<file path="src/lmfs_pkg.sv">
package lmfs_pkg;

  localparam int MAX_DEVICES = 4;
  localparam int NUM_COLS    = MAX_DEVICES * 8;
  localparam int IDX_W       = (MAX_DEVICES > 1) ? $clog2(MAX_DEVICES) : 1;
  localparam int ADDR_W      = IDX_W + 3;
  localparam int CNT_W       = $clog2(MAX_DEVICES + 1);
  localparam int COL_W       = 8;
  localparam int WORD_W      = 16;
  localparam int CFG_IDX_W   = 1;
  localparam int CFG_DATA_W  = 3;

  localparam logic [7:0] ROW_BASE = 8'h01;

  localparam logic [CFG_IDX_W-1:0] CFG_ACTIVE_DEVICES = 1'd0;
  localparam logic [CFG_IDX_W-1:0] CFG_ROTATE_MODE    = 1'd1;

  typedef enum logic [2:0] {
    OP_CLEAR     = 3'd0,
    OP_WRITE_COL = 3'd1,
    OP_SET_PIXEL = 3'd2,
    OP_COMMIT    = 3'd3,
    OP_REG_ONE   = 3'd4,
    OP_REG_ALL   = 3'd5
  } op_t;

  typedef struct packed {
    logic              rd_en;
    logic              wr_en;
    logic [ADDR_W-1:0] addr;
    logic [COL_W-1:0]  wr_data;
    logic              clr_en;
    logic [CNT_W-1:0]  clr_count;
  } store_req_t;

endpackage

</file>
<file path="src/led_matrix_frame_serializer_unit.sv">
// Channel | Handshake               | Payload
// in_     | in_tvalid / in_tready   | tdata: position, pixel_row, value, device, reg_addr; tuser: op
// out_    | out_tvalid / out_tready | tdata: spi_word; tuser: frame_end; tlast: last
// cfg_    | cfg_valid / cfg_ready   | cfg_index, cfg_data (active_devices, rotate_mode)
//
// Clear and normal column write act on acceptance. Set pixel: a store read, then a write back.
// Rotated write: read, write back per bit. Commit: per word a store read, then an output load.
// Register writes: one word per cycle while the output is not stalled, n words for one device, n*n for all.
// Sync reset clears the column store valid bits at once; no clearing pass.
// A stalled output holds the sequencer in its emit step; cfg_ready is always high.
module led_matrix_frame_serializer_unit
  import lmfs_pkg::*;
(
  input  logic                  clk,
  input  logic                  rst_n,
  input  logic                  in_tvalid,
  output logic                  in_tready,
  input  logic [23:0]           in_tdata,   // position[4:0] pixel_row[7:5] value[15:8]
                                            // device[17:16] reg_addr[21:18] zero[23:22]
  input  logic [2:0]            in_tuser,   // op[2:0]
  output logic                  out_tvalid,
  input  logic                  out_tready,
  output logic [WORD_W-1:0]     out_tdata,  // spi_word[15:0]
  output logic [0:0]            out_tuser,  // frame_end[0]
  output logic                  out_tlast,
  input  logic                  cfg_valid,
  output logic                  cfg_ready,
  input  logic [CFG_IDX_W-1:0]  cfg_index,
  input  logic [CFG_DATA_W-1:0] cfg_data
);

  logic [2:0]       active_r;
  logic             rotate_r;
  logic [CNT_W-1:0] dev_n;
  store_req_t       req;
  logic [COL_W-1:0] rd_data;
  logic             fend;

  assign cfg_ready = 1'b1;

  always_ff @(posedge clk) begin
    if (!rst_n) begin
      active_r <= 3'd4;
      rotate_r <= 1'b0;
    end else if (cfg_valid && cfg_ready) begin
      case (cfg_index)
        CFG_ACTIVE_DEVICES: active_r <= cfg_data;
        CFG_ROTATE_MODE:    rotate_r <= cfg_data[0];
        default: begin
        end
      endcase
    end
  end

  always_comb begin
    if (active_r == 3'd0) begin
      dev_n = CNT_W'(1);
    end else if (int'(active_r) > MAX_DEVICES) begin
      dev_n = CNT_W'(MAX_DEVICES);
    end else begin
      dev_n = CNT_W'(active_r);
    end
  end

  lmfs_col_store u_store (
    .clk     (clk),
    .rst_n   (rst_n),
    .req     (req),
    .rd_data (rd_data)
  );

  lmfs_sequencer u_seq (
    .clk       (clk),
    .rst_n     (rst_n),
    .in_valid  (in_tvalid),
    .in_ready  (in_tready),
    .in_op     (in_tuser),
    .in_pos    (in_tdata[4:0]),
    .in_row    (in_tdata[7:5]),
    .in_val    (in_tdata[15:8]),
    .in_dev    (in_tdata[17:16]),
    .in_reg    (in_tdata[21:18]),
    .dev_n     (dev_n),
    .rotate    (rotate_r),
    .req       (req),
    .rd_data   (rd_data),
    .out_valid (out_tvalid),
    .out_ready (out_tready),
    .out_word  (out_tdata),
    .out_fend  (fend),
    .out_last  (out_tlast)
  );

  assign out_tuser = fend;

endmodule

</file>
<file path="src/lmfs_col_store.sv">
module lmfs_col_store
  import lmfs_pkg::*;
(
  input  logic             clk,
  input  logic             rst_n,
  input  store_req_t       req,
  output logic [COL_W-1:0] rd_data
);

  logic [COL_W-1:0] mem [NUM_COLS];
  logic [NUM_COLS-1:0] valid_r;
  logic [COL_W-1:0] rd_data_r;

  always_ff @(posedge clk) begin
    if (req.wr_en) begin
      mem[req.addr] <= req.wr_data;
    end
    if (req.rd_en) begin
      rd_data_r <= valid_r[req.addr] ? mem[req.addr] : '0;
    end
  end

  always_ff @(posedge clk) begin
    if (!rst_n) begin
      valid_r <= '0;
    end else if (req.clr_en) begin
      for (int j = 0; j < NUM_COLS; j++) begin
        if ((j >> 3) < int'(req.clr_count)) begin
          valid_r[j] <= 1'b0;
        end
      end
    end else if (req.wr_en) begin
      valid_r[req.addr] <= 1'b1;
    end
  end

  assign rd_data = rd_data_r;

endmodule

</file>
<file path="src/lmfs_sequencer.sv">
module lmfs_sequencer
  import lmfs_pkg::*;
(
  input  logic              clk,
  input  logic              rst_n,
  input  logic              in_valid,
  output logic              in_ready,
  input  logic [2:0]        in_op,
  input  logic [4:0]        in_pos,
  input  logic [2:0]        in_row,
  input  logic [7:0]        in_val,
  input  logic [1:0]        in_dev,
  input  logic [3:0]        in_reg,
  input  logic [CNT_W-1:0]  dev_n,
  input  logic              rotate,
  output store_req_t        req,
  input  logic [COL_W-1:0]  rd_data,
  output logic              out_valid,
  input  logic              out_ready,
  output logic [WORD_W-1:0] out_word,
  output logic              out_fend,
  output logic              out_last
);

  typedef enum logic [2:0] {
    ST_IDLE,
    ST_RMW_RD,
    ST_RMW_WR,
    ST_EMIT_RD,
    ST_EMIT
  } state_t;

  state_t            state_r, state_nxt;
  logic              commit_r, commit_nxt;
  logic              single_r, single_nxt;
  logic              rot_r, rot_nxt;
  logic [4:0]        pos_r, pos_nxt;
  logic [7:0]        val_r, val_nxt;
  logic [3:0]        reg_r, reg_nxt;
  logic [7:0]        mask_r, mask_nxt;
  logic [2:0]        bit_r, bit_nxt;
  logic [2:0]        row_r, row_nxt;
  logic [IDX_W-1:0]  idx_r, idx_nxt;
  logic [IDX_W-1:0]  tgt_r, tgt_nxt;
  logic              out_valid_r, out_valid_nxt;
  logic [WORD_W-1:0] out_word_r, out_word_nxt;
  logic              out_fend_r, out_fend_nxt;
  logic              out_last_r, out_last_nxt;

  logic              accept;
  logic              pos_ok;
  logic              dev_ok;
  logic              slot_free;
  logic              load;
  logic [ADDR_W-1:0] rmw_addr;
  logic [7:0]        rmw_or;
  logic [WORD_W-1:0] emit_word;
  logic              emit_fend;
  logic              emit_last;

  assign in_ready  = (state_r == ST_IDLE);
  assign accept    = in_valid && in_ready;
  assign pos_ok    = (32'(in_pos) < (32'(dev_n) << 3));
  assign dev_ok    = (32'(in_dev) < 32'(dev_n));
  assign slot_free = !out_valid_r || out_ready;
  assign load      = (state_r == ST_EMIT) && slot_free;

  assign rmw_addr = rot_r ? {IDX_W'(pos_r >> 3), bit_r} : ADDR_W'(pos_r);
  assign rmw_or   = rot_r ? (val_r[bit_r] ? mask_r : 8'h00) : mask_r;

  always_comb begin
    if (commit_r) begin
      emit_word = {ROW_BASE + 8'(row_r), rd_data};
    end else if (idx_r == tgt_r) begin
      emit_word = {4'b0000, reg_r, val_r};
    end else begin
      emit_word = '0;
    end
    emit_fend = ((CNT_W'(idx_r) + CNT_W'(1)) == dev_n);
    if (commit_r) begin
      emit_last = emit_fend && (row_r == 3'd7);
    end else begin
      emit_last = emit_fend && (single_r || ((CNT_W'(tgt_r) + CNT_W'(1)) == dev_n));
    end
  end

  always_comb begin
    state_nxt     = state_r;
    commit_nxt    = commit_r;
    single_nxt    = single_r;
    rot_nxt       = rot_r;
    pos_nxt       = pos_r;
    val_nxt       = val_r;
    reg_nxt       = reg_r;
    mask_nxt      = mask_r;
    bit_nxt       = bit_r;
    row_nxt       = row_r;
    idx_nxt       = idx_r;
    tgt_nxt       = tgt_r;
    out_valid_nxt = out_valid_r;
    out_word_nxt  = out_word_r;
    out_fend_nxt  = out_fend_r;
    out_last_nxt  = out_last_r;
    req           = '0;
    req.clr_count = dev_n;

    if (out_valid_r && out_ready) begin
      out_valid_nxt = 1'b0;
    end

    case (state_r)
      ST_IDLE: begin
        if (accept) begin
          pos_nxt = in_pos;
          val_nxt = in_val;
          reg_nxt = in_reg;
          bit_nxt = '0;
          row_nxt = '0;
          idx_nxt = '0;
          tgt_nxt = '0;
          case (in_op)
            OP_CLEAR: begin
              req.clr_en = 1'b1;
            end
            OP_WRITE_COL: begin
              if (pos_ok) begin
                if (rotate) begin
                  rot_nxt   = 1'b1;
                  mask_nxt  = 8'h80 >> in_pos[2:0];
                  state_nxt = ST_RMW_RD;
                end else begin
                  req.wr_en   = 1'b1;
                  req.addr    = ADDR_W'(in_pos);
                  req.wr_data = in_val;
                end
              end
            end
            OP_SET_PIXEL: begin
              if (pos_ok) begin
                rot_nxt   = 1'b0;
                mask_nxt  = 8'h01 << in_row;
                state_nxt = ST_RMW_RD;
              end
            end
            OP_COMMIT: begin
              commit_nxt = 1'b1;
              state_nxt  = ST_EMIT_RD;
            end
            OP_REG_ONE: begin
              if (dev_ok) begin
                commit_nxt = 1'b0;
                single_nxt = 1'b1;
                tgt_nxt    = IDX_W'(in_dev);
                state_nxt  = ST_EMIT;
              end
            end
            OP_REG_ALL: begin
              commit_nxt = 1'b0;
              single_nxt = 1'b0;
              state_nxt  = ST_EMIT;
            end
            default: begin
            end
          endcase
        end
      end
      ST_RMW_RD: begin
        req.rd_en = 1'b1;
        req.addr  = rmw_addr;
        state_nxt = ST_RMW_WR;
      end
      ST_RMW_WR: begin
        req.wr_en   = 1'b1;
        req.addr    = rmw_addr;
        req.wr_data = rd_data | rmw_or;
        if (!rot_r || bit_r == 3'd7) begin
          state_nxt = ST_IDLE;
        end else begin
          bit_nxt   = bit_r + 3'd1;
          state_nxt = ST_RMW_RD;
        end
      end
      ST_EMIT_RD: begin
        req.rd_en = 1'b1;
        req.addr  = {idx_r, row_r};
        state_nxt = ST_EMIT;
      end
      ST_EMIT: begin
        if (slot_free) begin
          out_valid_nxt = 1'b1;
          out_word_nxt  = emit_word;
          out_fend_nxt  = emit_fend;
          out_last_nxt  = emit_last;
          if (emit_fend) begin
            idx_nxt = '0;
            if (commit_r) begin
              row_nxt = row_r + 3'd1;
            end else begin
              tgt_nxt = tgt_r + IDX_W'(1);
            end
          end else begin
            idx_nxt = idx_r + IDX_W'(1);
          end
          if (emit_last) begin
            state_nxt = ST_IDLE;
          end else if (commit_r) begin
            state_nxt = ST_EMIT_RD;
          end
        end
      end
      default: begin
        state_nxt = ST_IDLE;
      end
    endcase
  end

  always_ff @(posedge clk) begin
    commit_r   <= commit_nxt;
    single_r   <= single_nxt;
    rot_r      <= rot_nxt;
    pos_r      <= pos_nxt;
    val_r      <= val_nxt;
    reg_r      <= reg_nxt;
    mask_r     <= mask_nxt;
    bit_r      <= bit_nxt;
    row_r      <= row_nxt;
    idx_r      <= idx_nxt;
    tgt_r      <= tgt_nxt;
    out_word_r <= out_word_nxt;
    out_fend_r <= out_fend_nxt;
    out_last_r <= out_last_nxt;
    if (!rst_n) begin
      state_r     <= ST_IDLE;
      out_valid_r <= 1'b0;
    end else begin
      state_r     <= state_nxt;
      out_valid_r <= out_valid_nxt;
    end
  end

  assign out_valid = out_valid_r;
  assign out_word  = out_word_r;
  assign out_fend  = out_fend_r;
  assign out_last  = out_last_r;

  a_last_ends_frame: assert property (@(posedge clk) disable iff (!rst_n)
    out_valid_r && out_last_r |-> out_fend_r)
    else $error("last word does not end a frame");

  a_last_load_idles: assert property (@(posedge clk) disable iff (!rst_n)
    load && emit_last |=> state_r == ST_IDLE)
    else $error("sequencer busy after last word");

  a_rmw_pairs: assert property (@(posedge clk) disable iff (!rst_n)
    state_r == ST_RMW_RD |=> state_r == ST_RMW_WR)
    else $error("store read not followed by write back");

  a_store_port: assert property (@(posedge clk) disable iff (!rst_n)
    !(req.clr_en && (req.wr_en || req.rd_en)))
    else $error("clear collides with store access");

  a_read_then_emit: assert property (@(posedge clk) disable iff (!rst_n)
    state_r == ST_EMIT_RD |=> state_r == ST_EMIT)
    else $error("column read not followed by emit");

endmodule

</file>
<file path="config.mk">
export PLATFORM = sky130hd
export DESIGN_NAME = led_matrix_frame_serializer_unit
export DESIGN_NICKNAME = d
export VERILOG_FILES = /design/src/lmfs_pkg.sv /design/src/led_matrix_frame_serializer_unit.sv /design/src/lmfs_col_store.sv /design/src/lmfs_sequencer.sv
export SDC_FILE = /design/constraint.sdc
export NUM_CORES = 1
export LEC_CHECK = 0
export BUFFER_PORTS_ARGS = -buffer_cell sky130_fd_sc_hd__buf_2
export CAP_MARGIN = 10
export CORE_MARGIN = 8
export CORE_UTILIZATION = 33
export CTS_BUF_LIST = sky130_fd_sc_hd__clkbuf_4
export DETAILED_ROUTE_END_ITERATION = 8
export PLACE_DENSITY = 0.48
export SLEW_MARGIN = 20
export SYNTH_ARGS = -nofsm -noshare
export SYNTH_HDL_FRONTEND = slang
export SYNTH_SLANG_ARGS = --single-unit
</file>
<file path="constraint.sdc">
create_clock -name clk -period 4 [get_ports clk]
set_input_delay 0.6 -clock clk [delete_from_list [all_inputs] [get_ports clk]]
set_output_delay 0.6 -clock clk [all_outputs]
set_load 0.01 [all_outputs]
</file>
* Word-level counts from Yosys, hierarchy flattened *
Memories as Yosys holds them, arrays and structs flattened. A register that Yosys moved wholly into a read port is not among the register bits.
Index checks and enable logic that the tools add are counted.

storage, ports and cells
  register bits after elaboration = 96
  latch bits = 0
  RAM bits = 256
  bits in read-only memories = 0
  bits of input ports = 36
  output and inout port bits = 21
  logic and storage cells = 193
  memories = 1

memory list
  memory       depth  width  rd ports  clocked after Yosys merged registers in  write ports  line                  text
  u_store.mem  32     8      1         1                                        1            lmfs_col_store.sv:10  logic [COL_W-1:0] mem [NUM_COLS];

cells by class
  add/subtract/negate cells = 7
  $mul = 0
  div/mod/pow operators = 0
  magnitude comparators = 10
  equal/unequal tests = 34
  shifts and indexed selects = 2
  multiplexer cells = 76
  bitwise operators = 3
  reduce and logical (&&, ||, !) cells = 38

operators with widths
  kind                number
  $mux 32             2
  $mux 3              16
  $mux 14             3
  $mux 8              5
  $or 32x32->32       1
  $pmux 8 s2          2
  $pmux 3 s5          2
  $mux 12             2
  $mux 1              22
  $ne 2x1->1 const B  10
  $mux 2              9
  $reduce_and 2->1    8
  $eq 3x3->1 const B  5
  $mux 15             1
  $pmux 5 s3          1
  $eq 3x2->1 const B  4
  $ne 3x3->1 const B  4
  $pmux 3 s2          2
  $reduce_and 5->1    2
  $reduce_bool 2->1   5
  $logic_not 3->1     3
  $ne 2x2->1 const B  4
  $or 8x8->8          1
  $pmux 2 s2          2
  other kinds (34)    54

* Depth between registers and ports, before layout *
  word-level depth = 15
  depth in mapped cells = 12
  mapped depth without buffers = 9

* By module *
Synthesis repeated with hierarchy kept, for this count alone.

unflattened totals
  cells, all modules = 1,008
  area total of the unflattened synthesis = 14,979.4 µm²

modules (own cells, without submodules)
  module                            instances  cells each  area each (µm²)  seq. area each (µm²)
  lmfs_col_store                    1          727         11,733.8         8,568.2
  lmfs_sequencer                    1          258         3,050.4          1,641.6
  led_matrix_frame_serializer_unit  1          23          195.2            80.1

* Worst setup path after synthesis *
Ideal clock, no wire load.

  kind = in2reg
  start = input port in_tvalid
  end = memory u_store.mem[0][0], data pin
  setup time = 454 ps
  data arrival time = 2,738 ps
  data required time = 3,546 ps
  slack = 808 ps
  cell stages on the path = 7
  path buffers = 1
  cells stage by stage = or4b_1 -> buf_2 -> inv_1 -> nand2_1 -> nor2_1 -> nand2_1 -> o21ai_0

RTL lines
  what             line                                    text
  start, declared  led_matrix_frame_serializer_unit.sv:16  input logic in_tvalid,
  end, declared    lmfs_col_store.sv:10

* Final worst setup path *
  start = register u_seq.state_r[2]
  end = register u_store.rd_data_r[1] (netlist: u_store.rd_data[1]), read port of u_store.mem, data pin

between the ends
  word-level cells in the longest chain between the ends = 7
  elaborated cells on any way between the ends = 13
  those cells by class = eq/ne: 3; mux: 5; reduce/logical: 5

ends and longest elaborated chain
  what                              line                                         text
  start, declared                   lmfs_sequencer.sv:33                         state_t state_r, state_nxt;
  start signal, assigned            lmfs_sequencer.sv:236                        state_r <= state_nxt;
  $logic_not 3->1                   lmfs_sequencer.sv:61, lmfs_sequencer.sv:111
  $logic_and 1x1->1                 lmfs_sequencer.sv:62                         assign accept = in_valid && in_ready;
  $mux 15                           lmfs_sequencer.sv:113                        if (accept) begin
  $pmux 5 s3                        lmfs_sequencer.sv:111                        case (state_r)
  $bmux 1 s5                        lmfs_col_store.sv:19                         rd_data_r <= valid_r[req.addr] ? mem[req.addr] : '0;
  $mux 1 (not written as such)      lmfs_col_store.sv:19
  $logic_not 1->1 (no source line)  --
  end, declared                     lmfs_col_store.sv:12                         logic [COL_W-1:0] rd_data_r;

Several ways; a longest one is shown, not always the timed one. The select of a mux whose other input is x is not followed.
A chain may end at the register's enable or synchronous reset.

==> results.toml <==
[logic_synthesis]
netlist.area_leader.share_pct = 64.5
ys_ff_latch = 356
synthCells = 966
yosys_warnings = 0
yosysSeqAreaShare_pct = 70.0
synth.area.top_cells = "edfxtp_1 (65%), mux2i_1 (9.9%), dfxtp_1 (5.4%)"
synth_edf_count = 316
synth_ff_type = "edfxtp_1"
syn_area_per_cell_um2 = 15.2
yosys.cell_count.top_type = "edfxtp_1"
synth.distinct_cells = 62
async_flop_share_pct = 0
synth_common_cells = "edfxtp_1 (316), mux2i_1 (146), o22ai_1 (75), nor2_1 (57), nand2_1 (47)"
synth_area_leader_cell = "edfxtp_1"
synth_area_mm2 = 0.0147

[clocking]
clockBufferDepth = 3
ctsHtreeMaxLevel = 3
cts-root-buf = "clkbuf_4"
cts_buffers = 97
insertion_delay_ns = 0.75
cts_resized = 0
cts_tree = "built"
clock-sinks = 356
cts.clk_slew.worst_paths_ns = 0.07

[grt]
grt_pass1_vias = 9395
grt_use_met2_pct = 23.2
grt.total_usage_pct = 14.9
grt_max_degree = 34
grtUsageMet1_pct = 20.0
grt_antenna_before_repair = 2
busiest_layer = "met2"
grt_overflow = 0
grt_pass1_wl_um = 57300
grt_util_met3_pct = 3.18

[sta]
slew_headroom_pct = 26.7
fin_tns_setup_ns = 0
drv_slew = 0
period_share_pct = 86.3
rsz0062_at_grt = "false"
worstMarginPinSlew_ns = 1.10
fin_ws_ns = 0.547
fmax_mhz = 290
setup_viol = 0
skew_ns = 0.0442
min_period_ns = 3.45
hold_ws_ns = 0.119
hold_viol_final = 0

[setup_path]
path_max_fanout = 10
slowest_delay_ns = 0.68
cp-start-kind = "flip-flop"
cpMaxStageDelayCell = "or4b_1"
worstPathArrival_ns = 4.06
crit_chain = "or4b_1 -> nor2_8 -> a32o_1 -> buf_4 -> nand4_2 -> o22ai_1 -> nor4_1 -> a21boi_1"
end_kind = "flip-flop"
critPathTopFamily = "simple AND/OR/NAND/NOR gates"
required_ns = 4.61
cp_num_buf_inv = 1
path_class = "reg -> reg"

[layout]
nFillCells = 4261
drive_gt1_share_pct = 25.4
syn_to_final_growth_pct = 19.0
finalNetCount = 1199
final_area_mm2 = 0.0175
instances_no_fill = 1826

[drt]
viasPerCell = 4.97
routed_wl_um = 38100
drc_errors = 0
drtAntennaViolNets = 0
num_vias = 9078
wl_per_cell_um = 20.9
drt-pass1-iter-count = 5
drtIter0Drc = 521

[die]
die_w_um = 227
core-area_mm2 = 0.0441
ioPinCount = 57
initial_utilization_pct = 33.3
rows = 77
die-area_mm2 = 0.0516
die_h_um = 227

[power]
powerDensity_mw_per_mm2 = 628
leakage_nw = 6.91
switchingPower_mw = 3.56
ir_drop_mv = 0.209
switching_share_pct = 32.4
pwr-share-clk_pct = 29.8
combPwrFrac_pct = 27.6
internal_power_mw = 7.43
seq_power_share_pct = 42.6

[worst_hold_path]
hp-class = "in -> reg"

[placed_design]
dp.cells = 1636
port_buffers = 49
place_ws_ns = 0.308
hpwl_um = 25600
placed_cell_area_mm2 = 0.0161
gp_congestion = 0.818

[outcome]
status = "completed"

[flow_run]
cap_viol_max_count = 0
## power groups by stage
stage          Sequential (mW)  Clock (mW)  Combinational [mW]
2_1_floorplan             4.71           0                1.89
4_1_cts                   4.68        3.39                3.06
3_3_place_gp              4.76           0                3.02
6_report                  4.68        3.27                3.04
3_5_place_dp              4.76           0                3.04
5_1_grt                   4.71        3.59                3.26
## area by class of cell
cell class / count / area (um^2) / share of cell area [%]
Sequential cell: 356 / 10300 / 58.8
Clock buffer: 147 / 1100 / 6.31
Antenna cell: 2 / 5.00 / 0.0286
Multi-Input combinational cell: 554 / 4150 / 23.7
Inverter: 9 / 33.8 / 0.193
Clock inverter: 28 / 159 / 0.908
Tap cell: 592 / 741 / 4.23
Timing Repair Buffer: 138 / 1010 / 5.76
## through the flow
stage,utilization [%],total power [mW]
2_1_floorplan,-,6.60
3_3_place_gp,36.4,7.78
3_5_place_dp,36.5,7.81
4_1_cts,39.6,11.1
5_1_grt,39.6,11.6
6_report,39.6,11.0
## per-layer routing
metal  wire [um]  vias to the layer above  share of wire, %
met1       17700                     4502                46
met5           0                        -                 0
li1            -                     4278                 -
met4         954                        0               2.5
met2       17500                      237                46
met3        1970                       61               5.2
## kinds of logic after synthesis
kind of cell | Yosys count | share of synthesized area, %
flops | 356 | 70.0
compound gates | 198 | 9.39
simple gates | 186 | 6.87
mux | 152 | 10.6
buf+inv | 59 | 2.20
fa+ha+maj | 7 | 0.596
xor+xnor | 6 | 0.357
other cells | 2 | 0.0511
## what timing repair did
item                                   in CTS  in global routing
endpoints found under the hold margin      13                  0
setup buffers                               0                  0
hold buffers                               13                  0
## layout by cell type, fill, tap and decap left out, types with 19 or more instances in the layout
cell type / netlist / final
edfxtp_1: 316 / 316
clkbuf_4: 0 / 147
mux2i_1: 146 / 146
o22ai_1: 75 / 75
buf_4: 13 / 71
nor2_1: 57 / 56
buf_2: 18 / 49
nand2_1: 47 / 47
dfxtp_1: 40 / 40
o21a_1: 30 / 30
clkinv_1: 0 / 25
nor4_1: 20 / 19
## sequential cells by signal (all words and copies together), names as in the netlist, 3 cells and up
register / cells
u_store.mem: 256
u_store.valid_r: 32
u_seq.out_word: 12
u_seq.mask_r: 8
u_seq.val_r: 8
u_store.rd_data: 8
u_seq.pos_r: 5
u_seq.reg_r: 4
active_r: 3
u_seq.bit_r: 3
u_seq.row_r: 3
u_seq.state_r: 3
## final timing paths
| check | endpoint | slack (ns) | startpoint | depth (start not counted) |
|---|---|---|---|---|
| worst max-delay path | u_store.rd_data[1] | 0.55 | u_seq.state_r[2] | 8 |
| worst min-delay path | u_seq.pos_r[4] | 0.12 | in_tdata[4] | 1 |
| worst max register to register | u_store.rd_data[1] | 0.55 | u_seq.state_r[2] | 8 |
| worst min register to register | u_store.valid_r[21] | 0.45 | u_store.valid_r[21] | 2 |
Power figures use the tool's default switching activity.
